`config.mk`:
```
export PLATFORM = sky130hd
export DESIGN_NAME = vdgs_smooth
export DESIGN_NICKNAME = d
export VERILOG_FILES = /design/src/rtl/core/vdgs_pkg.sv /design/src/rtl/core/vdgs_smooth.sv
export SDC_FILE = /design/constraint.sdc
export NUM_CORES = 1
export LEC_CHECK = 0
export BUFFER_PORTS_ARGS = -buffer_cell sky130_fd_sc_hd__buf_2
export CORE_MARGIN = 10
export CORE_UTILIZATION = 56
export CTS_CLUSTER_SIZE = 30
export DETAILED_ROUTE_END_ITERATION = 8
export PLACE_DENSITY = 0.73
export RECOVER_POWER = 50
export SYNTH_ARGS = -nofsm -noshare
export SYNTH_HDL_FRONTEND = slang
export SYNTH_SLANG_ARGS = --single-unit
```
`constraint.sdc`:
```
create_clock -name clk -period 12.7 [get_ports clk]
set_input_delay 2.54 -clock clk [delete_from_list [all_inputs] [get_ports clk]]
set_output_delay 2.54 -clock clk [all_outputs]
set_load 0.02 [all_outputs]
```
`src/rtl/core/vdgs_pkg.sv`:
```
package vdgs_pkg;

  // Delay ring geometry
  localparam int DELAY_DEPTH = 4096;
  localparam int ADDR_W      = $clog2(DELAY_DEPTH);
  localparam int FILL_W      = $clog2(DELAY_DEPTH + 1);

  // Field widths
  localparam int SAMPLE_W = 24;
  localparam int GAIN_W   = 16;
  localparam int COEF_W   = 16;
  localparam int OFF_W    = 12;
  localparam int SG_W     = 32;

  // Digit-serial multiply geometry
  localparam int DIG_W     = 8;
  localparam int SM_DIGITS = COEF_W / DIG_W;
  localparam int WG_DIGITS = SG_W / DIG_W;
  localparam int CNT_W     = $clog2(WG_DIGITS);

  // Gain constants
  localparam logic [SG_W-1:0]   GAIN_FLOOR = SG_W'(214748);
  localparam logic [GAIN_W-1:0] UNITY_Q15  = GAIN_W'(32768);

  // Configuration register map
  localparam int CFG_IDX_W  = 2;
  localparam int CFG_DATA_W = 16;
  localparam logic [CFG_IDX_W-1:0] CFG_DELAY_OFFSET = CFG_IDX_W'(0);
  localparam logic [CFG_IDX_W-1:0] CFG_ATTACK_COEF  = CFG_IDX_W'(1);
  localparam logic [CFG_IDX_W-1:0] CFG_RELEASE_COEF = CFG_IDX_W'(2);
  localparam logic [COEF_W-1:0] ATTACK_RST  = COEF_W'(57);
  localparam logic [COEF_W-1:0] RELEASE_RST = COEF_W'(273);

  // Block modes
  localparam logic [1:0] MODE_IDLE    = 2'd0;
  localparam logic [1:0] MODE_SILENT  = 2'd1;
  localparam logic [1:0] MODE_AUDIBLE = 2'd2;

  typedef struct packed {
    logic wr;
    logic restart;
    logic rd;
  } ring_ctrl_t;

  typedef struct packed {
    logic clr;
    logic load;
    logic mac;
    logic upd;
  } sm_ctrl_t;

  typedef struct packed {
    logic load;
    logic mac;
  } wg_ctrl_t;

endpackage

```
`src/rtl/core/vdgs_smooth.sv`:
```
module vdgs_smooth import vdgs_pkg::*; (
  input  logic              clk,
  input  logic              rst_n,
  input  sm_ctrl_t          ctrl,
  input  logic [GAIN_W-1:0] target,
  input  logic [COEF_W-1:0] attack,
  input  logic [COEF_W-1:0] release_c,
  output logic [SG_W-1:0]   gain
);

  localparam int TSHIFT = SG_W - GAIN_W;
  localparam int PROD_W = SG_W + COEF_W;
  localparam logic [PROD_W-1:0] PROD_ROUND = PROD_W'(1) << (COEF_W - 1);

  logic [SG_W-1:0]   gain_r;
  logic              up_r;
  logic [PROD_W-1:0] d_r;
  logic [COEF_W-1:0] coef_r;
  logic [PROD_W-1:0] acc_r;

  logic [SG_W-1:0]   t_full;
  logic              up;
  logic [SG_W-1:0]   diff;
  logic [PROD_W-1:0] mac_term;
  logic [PROD_W-1:0] rnd;
  logic [SG_W-1:0]   step;

  // Distance to the target, Q1.31
  assign t_full = {target, {TSHIFT{1'b0}}};
  assign up     = t_full > gain_r;
  assign diff   = up ? (t_full - gain_r) : (gain_r - t_full);

  // One coefficient digit per cycle, least significant first
  assign mac_term = d_r * PROD_W'(coef_r[DIG_W-1:0]);

  // Round the product back to Q1.31
  assign rnd  = acc_r + PROD_ROUND;
  assign step = rnd[COEF_W +: SG_W];

  // Gain register: clear, or move toward the target
  always_ff @(posedge clk) begin
    if (!rst_n) begin
      gain_r <= '0;
    end else if (ctrl.clr) begin
      gain_r <= '0;
    end else if (ctrl.upd) begin
      gain_r <= up_r ? (gain_r + step) : (gain_r - step);
    end
  end

  // Multiply-accumulate datapath
  always_ff @(posedge clk) begin
    if (ctrl.load) begin
      up_r   <= up;
      d_r    <= PROD_W'(diff);
      coef_r <= up ? attack : release_c;
      acc_r  <= '0;
    end else if (ctrl.mac) begin
      acc_r  <= acc_r + mac_term;
      d_r    <= d_r << DIG_W;
      coef_r <= coef_r >> DIG_W;
    end
  end

  assign gain = gain_r;

endmodule

```
==> key figures <==
Min path
  – Hold WC Path Type: flip-flop to flip-flop

Synthesis
  – Mapped Cells: 2668
  – Yosys warns: 0
  – Top cell type's share of synthesized area: 26.5%
  – Largest cells by area after synthesis: fa_1 27%, dfxtp_1 8.5%, inv_1 7.0%
  – Count leader, synth: inv_1
  – Fraction of registers with async set/reset: 0%
  – EDFF count, synth: 49
  – Syn_area_per_cell: 8.48 um^2
  – Post-synthesis register bit count: 145
  – Synthesized area: 22600 um^2
  – Commonest cells in the netlist: 422 x inv_1, 300 x fa_1, 248 x and2_1, 197 x nand2_1, 191 x nor2_1
  – Seq/Total Area, Yosys: 15.0%
  – Synth Flop Type: dfxtp_1
  – Biggest area consumer among synthesized cells: fa_1
  – Post-Syn Nets: 3143
  – Synth cell types: 76

Die
  – Initial Utilization: 56.8%
  – Die Y: 221 um
  – Rows: 73
  – Core ar.: 39800 um^2
  – Die width: 221 um
  – DIE AREA: 48900 um^2
  – Num ports: 86

Worst setup path
  – R2R Setup Slk: 6180 ps
  – Critical path launch point type: input pin
  – Buf+Inv Stages, Crit Path: 2
  – CP dominant cell by count: clkbuf_1
  – Req. time, crit path: 12750 ps
  – Worst R2R Start: coef_r[4]
  – Worst Reg-to-Reg Cells: 19
  – Worst R2R End: acc_r[46]
  – CP endpoint: coef_r[2]
  – Largest delay share family, worst path: buffers and inverters
  – Crit-path max FO: 76
  – Critical path origin: ctrl[2]
  – Slowest stage cell, crit path: clkbuf_1
  – CP max stage delay: 2670 ps
  – Critical path arrival: 6960 ps
  – CP Class: input pin to flip-flop
  – Cells along the critical path: clkbuf_1 -> clkbuf_1 -> a21oi_1
  – Levels on crit path: 3
  – CP Capture Type: flip-flop

Timing
  – Fin crit share: 54.5%
  – Max Slew Vio Count: 202
  – Setup repair after global routing missed its margin: no
  – Worst-Margin Slew: 3680 ps
  – Max Fclk: 0.145 GHz
  – Setup TNS: 0 ps
  – Final hold slack: 477 ps
  – Clk_skew: 15.7 ps
  – Slew HR: -146%
  – # setup viols final: 0
  – Final hold violations: 0
  – Min Tclk post-route: 6920 ps

Global route
  – Initial antenna violation count: 1
  – Total track usage: 25.7%
  – First-pass GRT wire length: 102000 um
  – Largest net degree at the start of global routing: 77
  – Number of global-route vias before repair: 19308
  – GRT overflow: 0

Clock network
  – H-tree depth: 4
  – Clk slew on worst S/H paths: 70 ps
  – Cts hold-fix bufs: 0
  – Clock sink count: 145
  – PostCTS Resize Cnt: 0
  – CTS root buffer: clkbuf_16
  – Setup bufs post-CTS: 0
  – Max clock buf depth: 2
  – Skew-Pair Late Insertion Delay: 500 ps
  – Num CTS Buffers: 17
  – CTS tree: built

Run
  – # Max-Cap Violations: 4

Placed design
  – Gpl congestion: 0.949
  – Port bufs: 85
  – Post-DP HPWL: 47500 um
  – Area after DPL: 23400 um^2

Final layout
  – Nets: 3135
  – Share of layout cells above drive strength 1: 5.20%
  – Final Util: 60.0%
  – Layout area overhead: 5.58%
  – Final instance area: 23900 um^2

Drt
  – Drt pass-1 iters: 5
  – Vias per cell: 5.82
  – Avg WL per Cell: 19.5 um
  – Total wire length: 62400 um
  – Residual DRC count: 0
  – DRT iter0 DRCs: 1626
  – ANT nets after route: 0
  – Total number of vias: 18612

Status
  – Failing checks: max-capacitance violations, max-slew violations
  – Status: finished, violations left
-- sequential cells by signal (all words and copies together), names as in the netlist --
| register | count |
|---|---|
| acc_r | 48 |
| coef_r | 16 |
| d_r | 48 |
| gain | 32 |
| up_r | 1 |
-- layout make-up --
type                       count  area (um^2)
inverter                     423         1590
multi-input combinational   1970        17200
tap                          525          657
clock buffer                  17          425
sequential                   145         3390
fill                        3574        15900
antenna                        1         2.50
timing repair buffer         103          508
clock inverter                15          168
-- cell families (layout without fill, tap and decap cells) --
kind of cell | Yosys count | after routing | share of synthesized area, %
AO/OA/AOI/OAI | 422 | 422 | 12.0
AND/OR/NAND/NOR | 849 | 849 | 19.2
flip-flops | 145 | 145 | 15.0
adder cells (fa/ha/maj) | 421 | 421 | 33.2
multiplexers | 101 | 101 | 4.52
other | 0 | 1 | 0
buffers and inverters | 553 | 558 | 9.27
XOR/XNOR | 177 | 177 | 6.85
-- per-stage QoR --
step	setup WS (ps)	instances
global placement	5950	3166
CTS	6310	3198
floorplan	7020	2668
finish	5780	3199
detailed placement	5870	3166
global route	5440	3199
-- routing by layer --
metal  up-vias  part of all wire (%)  GRT usage, %
met5         -                     0             0
met1      9162                    42          34.5
li1       8614                     -             -
met3       101                   9.1          5.71
met4         0                   2.4          7.71
met2       735                    46          40.8
-- placed cells by master, fill, tap and decap left out, drive strengths merged, types with 22 or more instances in the layout --
master,Yosys,layout
dfxtp,96,96
nor3,31,31
a21o,48,48
xor2,46,46
buf,24,67
nor2,191,191
edfxtp,49,49
o22ai,22,22
mux2i,92,92
o21ai,70,70
inv,422,430
and2,248,248
clkbuf,106,53
ha,121,121
nand4,27,27
nand2,197,197
fa,300,300
nor2b,24,24
a21oi,140,140
nand3,45,45
xnor2,131,131
-- worst min-delay path: cells and delay by family (launching register included) --
kind / cells / cell delay, ps
compound gates: 1 / 60
flops: 1 / 320
simple gates: 1 / 60
-- how the worst min path moves through the flow --
stage          depth (start not counted)  endpoint     start  slack (ps)
4_1_cts                                2  acc_r[7]  acc_r[7]         480
2_1_floorplan                          2  acc_r[7]  acc_r[7]         450
3_5_place_dp                           2  acc_r[7]  acc_r[7]         470
6_report                               2  acc_r[7]  acc_r[7]         480
5_1_grt                                2  acc_r[7]  acc_r[7]         500
3_3_place_gp                           2  acc_r[7]  acc_r[7]         460
Power is not shown: default switching activity piles up to over one toggle a cycle in this logic, so the estimate is an artifact.
