### config.mk
export PLATFORM = sky130hd
export DESIGN_NAME = vdgs_weigh
export DESIGN_NICKNAME = d
export VERILOG_FILES = /design/src/rtl/core/vdgs_pkg.sv /design/src/rtl/core/vdgs_weigh.sv
export SDC_FILE = /design/constraint.sdc
export NUM_CORES = 1
export LEC_CHECK = 0
export BUFFER_PORTS_ARGS = -buffer_cell sky130_fd_sc_hd__buf_2
export CORE_MARGIN = 1.5
export CORE_UTILIZATION = 60
export DETAILED_ROUTE_END_ITERATION = 6
export PLACE_DENSITY = 0.88
export SLEW_MARGIN = 20
export SYNTH_ARGS = -nofsm -noshare
export SYNTH_HDL_FRONTEND = slang
export SYNTH_SLANG_ARGS = --single-unit
### constraint.sdc
create_clock -name clk -period 17.4 [get_ports clk]
set_clock_uncertainty 0.15 [all_clocks]
set_input_delay 0 -clock clk [delete_from_list [all_inputs] [get_ports clk]]
set_output_delay 0 -clock clk [all_outputs]
set_load 0.01 [all_outputs]
### src/rtl/core/vdgs_pkg.sv
package vdgs_pkg;

  // Delay ring geometry
  localparam int DELAY_DEPTH = 4096;
  localparam int ADDR_W      = $clog2(DELAY_DEPTH);
  localparam int FILL_W      = $clog2(DELAY_DEPTH + 1);

  // Field widths
  localparam int SAMPLE_W = 24;
  localparam int GAIN_W   = 16;
  localparam int COEF_W   = 16;
  localparam int OFF_W    = 12;
  localparam int SG_W     = 32;

  // Digit-serial multiply geometry
  localparam int DIG_W     = 8;
  localparam int SM_DIGITS = COEF_W / DIG_W;
  localparam int WG_DIGITS = SG_W / DIG_W;
  localparam int CNT_W     = $clog2(WG_DIGITS);

  // Gain constants
  localparam logic [SG_W-1:0]   GAIN_FLOOR = SG_W'(214748);
  localparam logic [GAIN_W-1:0] UNITY_Q15  = GAIN_W'(32768);

  // Configuration register map
  localparam int CFG_IDX_W  = 2;
  localparam int CFG_DATA_W = 16;
  localparam logic [CFG_IDX_W-1:0] CFG_DELAY_OFFSET = CFG_IDX_W'(0);
  localparam logic [CFG_IDX_W-1:0] CFG_ATTACK_COEF  = CFG_IDX_W'(1);
  localparam logic [CFG_IDX_W-1:0] CFG_RELEASE_COEF = CFG_IDX_W'(2);
  localparam logic [COEF_W-1:0] ATTACK_RST  = COEF_W'(57);
  localparam logic [COEF_W-1:0] RELEASE_RST = COEF_W'(273);

  // Block modes
  localparam logic [1:0] MODE_IDLE    = 2'd0;
  localparam logic [1:0] MODE_SILENT  = 2'd1;
  localparam logic [1:0] MODE_AUDIBLE = 2'd2;

  typedef struct packed {
    logic wr;
    logic restart;
    logic rd;
  } ring_ctrl_t;

  typedef struct packed {
    logic clr;
    logic load;
    logic mac;
    logic upd;
  } sm_ctrl_t;

  typedef struct packed {
    logic load;
    logic mac;
  } wg_ctrl_t;

endpackage

### src/rtl/core/vdgs_weigh.sv
module vdgs_weigh import vdgs_pkg::*; (
  input  logic                       clk,
  input  wg_ctrl_t                   ctrl,
  input  logic [CNT_W-1:0]           dig_idx,
  input  logic signed [SAMPLE_W-1:0] sample,
  input  logic [SG_W-1:0]            gain,
  output logic signed [SAMPLE_W-1:0] result
);

  localparam int ACC_W = SAMPLE_W + SG_W + 1;
  localparam int SHR_W = ACC_W - (SG_W - 1);
  localparam logic signed [ACC_W-1:0] WG_ROUND = ACC_W'(1) << (SG_W - 2);
  localparam logic signed [SHR_W-1:0] SAT_HI =
    SHR_W'((64'sd1 <<< (SAMPLE_W - 1)) - 64'sd1);
  localparam logic signed [SHR_W-1:0] SAT_LO = SHR_W'(-(64'sd1 <<< (SAMPLE_W - 1)));

  logic signed [ACC_W-1:0] s_r;
  logic signed [ACC_W-1:0] acc_r;

  logic [DIG_W-1:0]        g_dig;
  logic signed [ACC_W-1:0] term;
  logic signed [SHR_W-1:0] shr;

  // Gain digit for this step, least significant first
  assign g_dig = gain[dig_idx*DIG_W +: DIG_W];
  assign term  = s_r * ACC_W'($signed({1'b0, g_dig}));

  // Accumulate sample times gain with the half-up rounding offset preloaded
  always_ff @(posedge clk) begin
    if (ctrl.load) begin
      s_r   <= ACC_W'(sample);
      acc_r <= WG_ROUND;
    end else if (ctrl.mac) begin
      acc_r <= acc_r + term;
      s_r   <= s_r <<< DIG_W;
    end
  end

  // Drop the Q1.31 fraction and saturate
  assign shr = $signed(acc_r[ACC_W-1:SG_W-1]);

  always_comb begin
    if (shr > SAT_HI) begin
      result = SAMPLE_W'(SAT_HI);
    end else if (shr < SAT_LO) begin
      result = SAMPLE_W'(SAT_LO);
    end else begin
      result = shr[SAMPLE_W-1:0];
    end
  end

endmodule
==> flow_summary.toml <==
[hold_path]
worstHoldEndpoint = "acc_r[3]$_SDFFE_PP0P_"
whs_path_depth = 4
min-delay-start = "ctrl[0]"
hold_path_class = "input port to flip-flop"

[sta]
max_freq_mhz = 148
slew_headroom = 0.275
finalCritPeriodShare = 0.388
setup_viol = 0
layout_min_cycle_time_ps = 6750
layout_setup_ws_ps = 10650
timing.hold.ws_ps = 195
rsz0062_at_grt = "false"
hold_viol_final = 0
maxSlewViolCount = 0
setup_tns_ps = 0
tightest_slew_ps = 1090

[cts]
htreeDepth = 4
clock_path_buffers = 2
postCtsSetupBuffers = 0
insertion_delay_ps = 450
cts_sinks = 114
cts_buffers = 17
path_clk_slew_ps = 60
clockRootBuffer = "clkbuf_16"
tritoncts = "done"

[logic_synthesis]
yosys_warnings = 0
ys_ff_latch = 114
synth_edf_count = 57
async_reset_ff_frac = 0
syn-num-nets = 2696
syn_area_um2 = 19600
synth_cells = 2157
avgSynthCellArea_um2 = 9.10
ys.flop_type = "edfxtp_1"
ys_types = 74
ys_seq_area_frac = 0.145

[grt]
gr-total-overflow = 0
first_global_vias = 17198
antenna_found_initial = 1
grt_max_degree = 61
grt_usage = 0.325
grt_pass1_wl_um = 85300

[critical_path]
crit_fanout = 56
start_kind = "input port"
arrival_ps = 6890
r2r_slack_ps = 10930
crit_type = "input port to flip-flop"
timing.rr.end = "acc_r[46]$_SDFFE_PP0P_"
endpoint_kind = "flip-flop"
r2r-start = "s_r[7]$_SDFFCE_PN0P_"
ff2ff_path_depth = 22
critPathRequiredTime_ps = 17540

[route]
drc_errors = 0
dr_wl_met2_um = 24900
via_per_inst = 5.81
wl_met3_um = 4750
drt-initial-drc-count = 1407
drt-total-wl_um = 51000
num_vias = 15390
detail-route-antenna-nets = 0
drt_first_pass_iters = 6
wire_per_inst_um = 19.3
dr.max_layer_used = "met4"
m1WireLength_um = 19300

[floorplanning]
io_pins = 85
rows = 66
fp.dieH_um = 184
start_util = 0.607
die_w_um = 184
core_um2 = 32400
die_area_um2 = 33800

[placement]
dp_cells = 2592
gp_congestion = 0.968
place_ws_ps = 10210
hpwl_um = 36900
port_buffers = 84

[final_layout]
area_growth_pct = 7.83
finalNonFillerCells = 2649
drive_gt1_frac = 0.0793
nets = 2732

[flow_run]
maxCapViolations = 0

[run_status]
status = "completed"
-- stage by stage --
stage / instance area [µm²] / utilization
2_1_floorplan: 19600 / -
3_5_place_dp: 20300 / 0.627
5_1_grt: 21200 / 0.654
3_3_place_gp: 20300 / 0.627
4_1_cts: 21200 / 0.654
6_report: 21200 / 0.654
-- cell usage after synthesis, types with 4 or more instances --
| library cell | number | share of area |
|---|---|---|
| inv_1 | 444 | 0.085 |
| fa_1 | 358 | 0.37 |
| nand2_1 | 263 | 0.050 |
| and2_1 | 230 | 0.073 |
| ha_1 | 120 | 0.076 |
| nor2_1 | 113 | 0.022 |
| clkbuf_1 | 75 | 0.014 |
| o21ai_0 | 68 | 0.017 |
| dfxtp_1 | 57 | 0.058 |
| edfxtp_1 | 57 | 0.087 |
| a21oi_1 | 56 | 0.014 |
| xnor2_1 | 46 | 0.021 |
| mux2i_1 | 35 | 0.018 |
| buf_1 | 20 | 0.0038 |
| xor2_1 | 20 | 0.0089 |
| a21o_1 | 16 | 0.0061 |
| mux2_2 | 15 | 0.0086 |
| nand4_1 | 13 | 0.0041 |
| nand3_1 | 10 | 0.0025 |
| o211ai_1 | 10 | 0.0038 |
| a211oi_1 | 9 | 0.0034 |
| o21ai_1 | 9 | 0.0023 |
| mux4_2 | 8 | 0.0092 |
| o21bai_1 | 8 | 0.0031 |
| nor3_1 | 7 | 0.0018 |
| a31oi_1 | 6 | 0.0019 |
| a21oi_2 | 5 | 0.0022 |
| a22o_1 | 5 | 0.0022 |
| and3_1 | 4 | 0.0013 |
| nand3b_1 | 4 | 0.0015 |
| o21a_1 | 4 | 0.0015 |
-- layer usage --
metal,vias up,GRT usage
met4,0,0.167
li1,6685,-
met3,200,0.0719
met1,7623,0.399
met5,-,0
met2,882,0.541
-- registers in the layout (all words and copies together), names as in the netlist --
signal and cells:
s_r 57, acc_r 57
-- worst max-delay path, stage by stage --
cell and delay (ps):
buf_2 320, mux4_4 1070, nand2_1 240, fa_1 450, inv_1 90, fa_1 450
fa_1 520, fa_1 500, inv_1 50, fa_1 470, inv_1 50, ha_1 500
a21oi_4 110, o211ai_1 170, a21oi_1 100, a211oi_2 530, a31oi_1 350, o21ai_0 250
a21oi_1 140, o21bai_1 200, mux2i_1 200, o31ai_1 90
-- final cells by class --
cell class / count / area [µm²]
diodes: 1 / 2.50
clock buffers: 21 / 472
clock inverters: 11 / 149
fillers: 2414 / 11200
inverters: 444 / 1670
multi-input cells: 1499 / 14700
flip-flops and latches: 114 / 2850
well taps: 442 / 553
repair buffers: 117 / 731
-- worst max path at each step --
stage          startpoint                     end  cells after the start
4_1_cts        dig_idx[0]  acc_r[46]$_SDFFE_PP0P_                     24
2_1_floorplan  dig_idx[0]  acc_r[55]$_SDFFE_PP0P_                     24
3_3_place_gp   dig_idx[0]  acc_r[44]$_SDFFE_PP0P_                     22
3_5_place_dp   dig_idx[0]  acc_r[55]$_SDFFE_PP0P_                     22
5_1_grt        dig_idx[0]  acc_r[49]$_SDFFE_PP0P_                     21
6_report       dig_idx[0]  acc_r[49]$_SDFFE_PP0P_                     22
-- kinds of logic (layout without fill, tap and decap cells) --
kind of cell	after synthesis	in the layout	synth area share
multiplexers	58	58	0.0356
adder cells (fa/ha/maj)	478	478	0.441
other	0	1	0
buffers and inverters	544	593	0.105
XOR/XNOR	66	66	0.0294
AO/OA/AOI/OAI	238	238	0.0816
flip-flops	114	114	0.145
AND/OR/NAND/NOR	659	659	0.162
-- cells in the final DEF, fill, tap and decap left out, types with 16 or more instances in the layout --
cell type / synthesis / routed
nor2_1: 113 / 113
edfxtp_1: 57 / 57
mux2i_1: 35 / 35
xor2_1: 20 / 20
o21ai_0: 68 / 68
dfxtp_1: 57 / 57
inv_1: 444 / 443
nand2_1: 263 / 263
dlygate4sd3_1: 0 / 24
buf_2: 3 / 83
fa_1: 358 / 358
xnor2_1: 46 / 46
a21o_1: 16 / 16
and2_1: 230 / 230
ha_1: 120 / 120
clkbuf_16: 0 / 18
a21oi_1: 56 / 56
-- repair_timing --
| action | in CTS | in global routing |
|---|---|---|
| resized for setup | 0 | 0 |
| hold buffers | 24 | 0 |
| hold endpoints to repair | 51 | 0 |
Power is left out: the tool's default activity adds up to more than one toggle a clock period on the data nets, which glitch-free logic cannot reach.
